**config.mk**
```make
export PLATFORM = sky130hd
export DESIGN_NAME = mlfq_ctrl
export DESIGN_NICKNAME = d
export VERILOG_FILES = /design/src/rtl/mlfq_pkg.sv /design/src/rtl/mlfq_ctrl.sv
export SDC_FILE = /design/constraint.sdc
export NUM_CORES = 1
export LEC_CHECK = 0
export BUFFER_PORTS_ARGS = -buffer_cell sky130_fd_sc_hd__buf_2
export CAP_MARGIN = 10
export CORE_ASPECT_RATIO = 0.6
export CORE_MARGIN = 8
export CORE_UTILIZATION = 40
export CTS_BUF_LIST = sky130_fd_sc_hd__clkbuf_2 sky130_fd_sc_hd__clkbuf_4 sky130_fd_sc_hd__clkbuf_8
export CTS_CLUSTER_DIAMETER = 150
export DETAILED_ROUTE_END_ITERATION = 10
export MAX_ROUTING_LAYER = met4
export SLEW_MARGIN = 20
export SYNTH_ARGS = -nofsm -noshare
export SYNTH_HDL_FRONTEND = slang
export SYNTH_SLANG_ARGS = --single-unit
```
**constraint.sdc**
```tcl
create_clock -name clk -period 4.5 [get_ports clk]
set_input_delay 0.225 -clock clk [delete_from_list [all_inputs] [get_ports clk]]
set_output_delay 0.225 -clock clk [all_outputs]
set_load 0.005 [all_outputs]
```
**src/rtl/mlfq_pkg.sv**
```systemverilog
// Types and codes shared by the multilevel feedback queue scheduler.
`default_nettype none

package mlfq_pkg;

  localparam logic [1:0] KIND_ADMIT   = 2'd0;
  localparam logic [1:0] KIND_REQUEUE = 2'd1;
  localparam logic [1:0] KIND_POP     = 2'd2;

  localparam int unsigned FIELD_ID_W  = 16;
  localparam int unsigned FIELD_LVL_W = 2;

  typedef enum logic [1:0] {
    STATUS_ENQUEUED = 2'd0,
    STATUS_DEQUEUED = 2'd1,
    STATUS_EMPTY    = 2'd2,
    STATUS_FULL     = 2'd3
  } status_t;

  typedef struct packed {
    logic [1:0]            kind;
    logic [FIELD_ID_W-1:0] process_id;
    logic [1:0]            priority_req;
  } mlfq_in_t;

  typedef struct packed {
    status_t                status;
    logic [FIELD_ID_W-1:0]  out_process_id;
    logic [FIELD_LVL_W-1:0] out_level;
  } mlfq_out_t;

  typedef struct packed {
    logic    res;
    logic    wr;
    logic    rd;
    status_t status;
  } mlfq_dec_t;

endpackage

`default_nettype wire

```
**src/rtl/mlfq_ctrl.sv**
```systemverilog
// Queue pointers and fill counts, with the decision taken for the item in the input register.
`default_nettype none

module mlfq_ctrl import mlfq_pkg::*; #(
  parameter int NUM_LEVELS  = 4,
  parameter int QUEUE_DEPTH = 256,
  parameter int LVL_W       = 2,
  parameter int PTR_W       = 8
) (
  input  wire logic             clk,
  input  wire logic             rst_n,
  input  wire logic             commit,
  input  wire mlfq_in_t         item,
  output mlfq_dec_t             dec,
  output logic      [LVL_W-1:0] level,
  output logic      [PTR_W-1:0] ptr
);

  localparam int CNT_W = $clog2(QUEUE_DEPTH + 1);

  logic [PTR_W-1:0] head_r [NUM_LEVELS];
  logic [PTR_W-1:0] tail_r [NUM_LEVELS];
  logic [CNT_W-1:0] cnt_r  [NUM_LEVELS];

  logic             found;
  logic [LVL_W-1:0] pop_lvl;
  logic [LVL_W-1:0] enq_lvl;
  logic [LVL_W-1:0] sat_lvl;
  logic [2:0]       req3;
  logic [PTR_W-1:0] ptr_nxt;

  always_comb begin
    found   = 1'b0;
    pop_lvl = '0;
    for (int l = NUM_LEVELS - 1; l >= 0; l--) begin
      if (cnt_r[l] != '0) begin
        found   = 1'b1;
        pop_lvl = LVL_W'(l);
      end
    end
  end

  always_comb begin
    req3 = {1'b0, item.priority_req};
    if (int'(req3) >= NUM_LEVELS) begin
      sat_lvl = LVL_W'(NUM_LEVELS - 1);
    end else begin
      sat_lvl = req3[LVL_W-1:0];
    end
    if (item.kind == KIND_REQUEUE && sat_lvl != '0 && int'(sat_lvl) < NUM_LEVELS - 1) begin
      enq_lvl = sat_lvl + 1'b1;
    end else begin
      enq_lvl = sat_lvl;
    end
  end

  always_comb begin
    dec        = '0;
    dec.status = STATUS_ENQUEUED;
    level      = enq_lvl;
    ptr        = tail_r[enq_lvl];
    unique case (item.kind)
      KIND_ADMIT, KIND_REQUEUE: begin
        dec.res = 1'b1;
        if (cnt_r[enq_lvl] == CNT_W'(QUEUE_DEPTH)) begin
          dec.status = STATUS_FULL;
        end else begin
          dec.wr = 1'b1;
        end
      end
      KIND_POP: begin
        dec.res = 1'b1;
        level   = pop_lvl;
        ptr     = head_r[pop_lvl];
        if (found) begin
          dec.rd     = 1'b1;
          dec.status = STATUS_DEQUEUED;
        end else begin
          level      = '0;
          dec.status = STATUS_EMPTY;
        end
      end
      default: begin
        dec.res = 1'b0;
      end
    endcase
  end

  assign ptr_nxt = (ptr == PTR_W'(QUEUE_DEPTH - 1)) ? '0 : ptr + 1'b1;

  always_ff @(posedge clk) begin
    if (!rst_n) begin
      for (int l = 0; l < NUM_LEVELS; l++) begin
        head_r[l] <= '0;
        tail_r[l] <= '0;
        cnt_r[l]  <= '0;
      end
    end else if (commit) begin
      if (dec.wr) begin
        tail_r[level] <= ptr_nxt;
        cnt_r[level]  <= cnt_r[level] + 1'b1;
      end else if (dec.rd) begin
        head_r[level] <= ptr_nxt;
        cnt_r[level]  <= cnt_r[level] - 1'b1;
      end
    end
  end

endmodule

`default_nettype wire
```
## After elaboration in Yosys (flattened, before gate mapping)

Memories as Yosys holds them, arrays and structs flattened.
Cells that the tools add are included.

- Reductions and logical operators: 13
- Mux-type cells: 41
- Equal/unequal tests: 4
- Bitwise operators: 1
- Add/sub/neg operators: 4
- Order comparisons: 1

Operators with widths:

| cell | number |
|---|---|
| nonzero test 9 bit | 4 |
| two-way mux 8 bit | 4 |
| two-way mux 2 bit | 12 |
| two-way mux 1 bit | 22 |
| two-way mux 9 bit | 2 |
| OR reduction 8 bit | 2 |
| adder 9 x 1 -> 9 bit, second input constant | 1 |
| == test 9 bit, second input constant | 1 |
| OR reduction 9 bit | 1 |
| subtractor 9 x 1 -> 9 bit, second input constant | 1 |
| adder 8 x 1 -> 8 bit, second input constant | 1 |
| == test 8 bit, second input constant | 1 |
| case mux 2 bit (2 select lines) | 1 |
| OR reduction 3 bit | 1 |
| adder 2 x 1 -> 2 bit, second input constant | 1 |
| == test 2 x 1 -> 1 bit, second input constant | 1 |
| == test 2 bit, second input constant | 1 |
| logical AND 1 bit | 2 |
| zero test 2 bit | 1 |
| < comparator 2 bit, second input constant | 1 |
| nonzero test 2 bit | 1 |
| OR reduction 2 bit | 1 |
| bitwise OR 1 bit | 1 |

- Memories kept: 3
- Input port bits: 23
- Register bits after elaboration: 0
- RAM bits: 100
- Word-level logic and storage cells: 67
- Output and inout bits: 15

Memories:

| name | depth | bits a word | read ports | clocked after Yosys merged registers in | wr ports | line | source |
|---|---|---|---|---|---|---|---|
| cnt_r | 4 | 9 | 6 | 0 | 4 | mlfq_ctrl.sv:23 | `logic [CNT_W-1:0] cnt_r [NUM_LEVELS];` |
| head_r | 4 | 8 | 1 | 0 | 4 | mlfq_ctrl.sv:21 | `logic [PTR_W-1:0] head_r [NUM_LEVELS];` |
| tail_r | 4 | 8 | 1 | 0 | 4 | mlfq_ctrl.sv:22 | `logic [PTR_W-1:0] tail_r [NUM_LEVELS];` |

## Logic depth before layout (Yosys ltp)

An unclocked memory read counts as a cell.

- Depth in word-level cells: 16
- Depth in mapped cells: 21
- Mapped depth without buffers: 19

## Worst setup path before layout

No wires, ideal clock.

- Path kind: register to register
- Start: mem cnt_r[0][0] in the netlist's numbering
- End: mem cnt_r[2][8] in the netlist's numbering (data pin)
- Setup slack: 0.218 ns
- Cell stages (with the launch flop): 21
- Required time: 4.245 ns
- Data arrival time: 4.027 ns
- Path buffers: 2
- Path through: edfxtp_1 -> nor4_4 -> nand4_2 -> a21boi_1 -> or2_1 -> buf_4 -> inv_1 -> buf_1 -> nand2_1 -> and3_1 -> a31oi_1 -> ha_1 -> nor2b_1 -> o21ai_0 -> a21boi_0 -> o21a_1 -> o21a_1 -> o31ai_2 -> a21oi_1 -> a211o_1 -> and2_1

RTL lines:

| element | line |
|---|---|
| from (decl) | mlfq_ctrl.sv:23 |

==> summary.txt <==
Placement
  – Gp weighted congestion: 0.8757
  – Port bufs: 21
  – HPWL after DPL: 11,810 um
  – Post-placement setup slack: 0.01207 ns

Yosys
  – Most frequent cell after synthesis: edfxtp_1
  – Post-synth EDFFs: 100
  – Synth area leaders: edfxtp_1, nor2_1, nand2_1
  – Netlist cell types: 77
  – Post-synthesis sequential area ratio: 52.96%
  – Syn Inst Count: 502
  – Async SR Flop Fraction: 0%
  – Synthesized area: 5670 um^2
  – Area leader, netlist: edfxtp_1
  – Avg Inst Size Synth: 11.30 um^2
  – Top_reg_cell synth: edfxtp_1
  – #FFs+latches synth: 100
  – Syn_nets: 535
  – Syn. warnings: 0
  – Share of the synthesized area in the top cell type: 52.96%
  – Most frequent cells after synthesis: edfxtp_1, nor2_1, nand2_1

Routing
  – Total vias in the final route: 4,197
  – DRC errors left: 0
  – Vias per cell: 5.618
  – Routed length per placed instance: 20.78 um
  – Final wirelength: 15,520 um
  – TritonRoute pass-1 iters: 5
  – Final ANT Viol Nets: 0
  – Initial DRC count: 478

Setup path
  – Critical path depth: 18
  – Worst-path maximum fanout: 5
  – Critical path arrival: 4.40 ns
  – Crit-path cells: nor4_4, nand4_4, a21boi_1, or2_4, inv_1, nand2_1, and3_1, a31oi_1, ha_1, nor2b_1, o21ai_1, a21boi_1, o21a_1, o21a_1, o31ai_2, a21oi_1, a211o_1, and2_1
  – Req. time, crit path: 4.65 ns
  – Crit path buffers/inverters: 1
  – Worst setup path class: reg2reg
  – Depth of the worst register-to-register path: 18
  – Worst setup EP type: register
  – Worst Setup Start Kind: register
  – CP max stage cell: edfxtp_1
  – CP delay by family, top: compound AO/OA/AOI/OAI gates
  – Worst path max stage delay: 0.45 ns

Floorplan
  – Starting Density: 41.24%
  – Die Y: 108.2 um
  – Core Area: 13,750 um^2
  – Die ar.: 18,370 um^2
  – Die span in x: 169.7 um
  – Site Rows: 33
  – Ports: 38

Power
  – Sw Ratio: 29.43%
  – Lkg Pwr: 2.464 nW
  – Net Sw Power: 0.6491 mW
  – Sequential power share: 50.4%
  – Internal power: 1.556 mW
  – Logic pwr share: 19.6%
  – Cell Pwr Density: 338.9 nW/um^2
  – Clock Power Share: 30.0%
  – Peak VDD IR: 0.0001509 V

GRT
  – Antenna violations before repair: 0
  – Largest net degree at the start of global routing: 19
  – Gr usage total: 17.62%
  – Gr ovfl total: 0
  – Vias in the first global route: 3,931
  – First-pass GRT wire length: 23,560 um

Timing
  – Final Hold Viols: 0
  – Slew Viols, Final: 0
  – Highest clock rate: 235.3 MHz
  – Final period utilization: 94.46%
  – Setup_tns: 0 ns
  – Relative slew margins: 41.55%
  – Worst clock skew: 0.01168 ns
  – RSZ-0062 raised after global routing: false
  – Endpoints failing setup: 0
  – Final worst slack: 0.2493 ns
  – Min Tclk post-route: 4.251 ns
  – Worst-Margin Slew: 0.8735 ns

Outcome
  – Status: finished clean

CTS
  – TritonCTS buffer count: 9
  – Clock slew at reported path FFs: 0.10 ns
  – Clk Latency, worst-skew pair: 0.38 ns
  – Hold_buf cts: 0
  – Root Driver: clkbuf_8
  – Clock sink total: 100
  – Clk buf depth: 2
  – H-tree depth: 3
  – CTS tree: built

Run
  – Max-Cap Viols: 0

Hold path
  – Worst Hold Class: in2reg
  – WHS Path Cells: 2

Cells and area
  – Area grow syn2layout: 14.76%
  – Layout cells sized above 1: 25.05%
  – ANT cells: 0
  – Final core occ: 47.33%
  – Fill cells: 1,274
  – Final nets: 583
[registers in the layout, indices dropped and copies added (netlist names)]
signal  cells
head_r     32
cnt_r      36
tail_r     32
[what timing repair did]
| action | in CTS | in global routing |
|---|---|---|
| gates resized for setup | 1 | 16 |
| pin swaps | 0 | 9 |
| setup buffers | 0 | 10 |
| setup endpoints to repair | 1 | 4 |
[metrics by stage]
stage | power [mW] | std cells | hold slack (ns) | instance area, um^2
3_3_place_gp | 1.527 | 721 | 0.7226 | 6107
6_report | 2.205 | 747 | 0.3322 | 6507
3_5_place_dp | 1.536 | 721 | 0.7188 | 6107
2_1_floorplan | 1.381 | 502 | 0.4910 | 5670
5_1_grt | 2.286 | 747 | 0.3492 | 6507
4_1_cts | 2.185 | 737 | 0.3216 | 6342
[path summary, 6_finish.rpt]
| check | from | end | slack, ns |
|---|---|---|---|
| worst min register to register | head_r[0][4] | head_r[3][4] | 1.09 |
| worst max-delay path | cnt_r[0][7] | cnt_r[2][8] | 0.25 |
| worst max register to register | cnt_r[0][7] | cnt_r[2][8] | 0.25 |
| worst min-delay path | rst_n | cnt_r[3][8] | 0.33 |
[per-layer routing]
| layer | vias up | track usage, % | routed length [um] |
|---|---|---|---|
| met5 | - | - | 0 |
| met4 | 0 | 3.771 | 119 |
| met3 | 9 | 4.474 | 1714 |
| met2 | 180 | 22.25 | 6078 |
| met1 | 2064 | 27.06 | 7609 |
| li1 | 1944 | - | - |
[cells in the final DEF, fill, tap and decap left out, drive strengths merged, types with 4 or more instances in the layout]
cell type and instances:
nor2 94, ha 9, nand3b 4, o31ai 6, a211oi 8, nand2b 4, buf 59, mux2i 10
a31oi 8, o21ai 19, nand3 15, and3 14, nor4 9, nor2b 4, o21a 4, nor3 9
inv 21, nor3b 6, or2 8, and2 4, edfxtp 100, clkbuf 9, nand2 68, xor2 6
a21oi 6, mux4 8
[cells by family after synthesis]
group | after synthesis | share of synthesized area (%)
muxes | 18 | 5.384
adders and majority gates | 10 | 2.339
AOI/OAI and AO/OA | 76 | 11.81
DFF | 100 | 52.96
buffers and inverters | 39 | 3.266
xor gates and xnor gates | 9 | 1.655
and+or+nand+nor | 250 | 22.59
[final cells by class]
type                            instances  area (um^2)  area share, %
Clock buffer                            9        123.9          1.903
Clock inverter                          7        105.1          1.615
Inverter                               17        66.31          1.019
Multi-Input combinational cell        363         2575          39.57
Sequential cell                       100         3003          46.14
Tap cell                              192        240.2          3.692
Timing Repair Buffer                   59        394.1          6.057
[power groups by stage]
stage          logic [mW]  registers, mW  clock network, mW
3_3_place_gp        0.399           1.13                  0
3_5_place_dp        0.405           1.13                  0
6_report            0.432           1.11              0.661
4_1_cts             0.407           1.11              0.669
2_1_floorplan       0.262           1.12                  0
5_1_grt             0.463           1.12              0.706
Note: power is estimated with default switching activity, not from simulation.
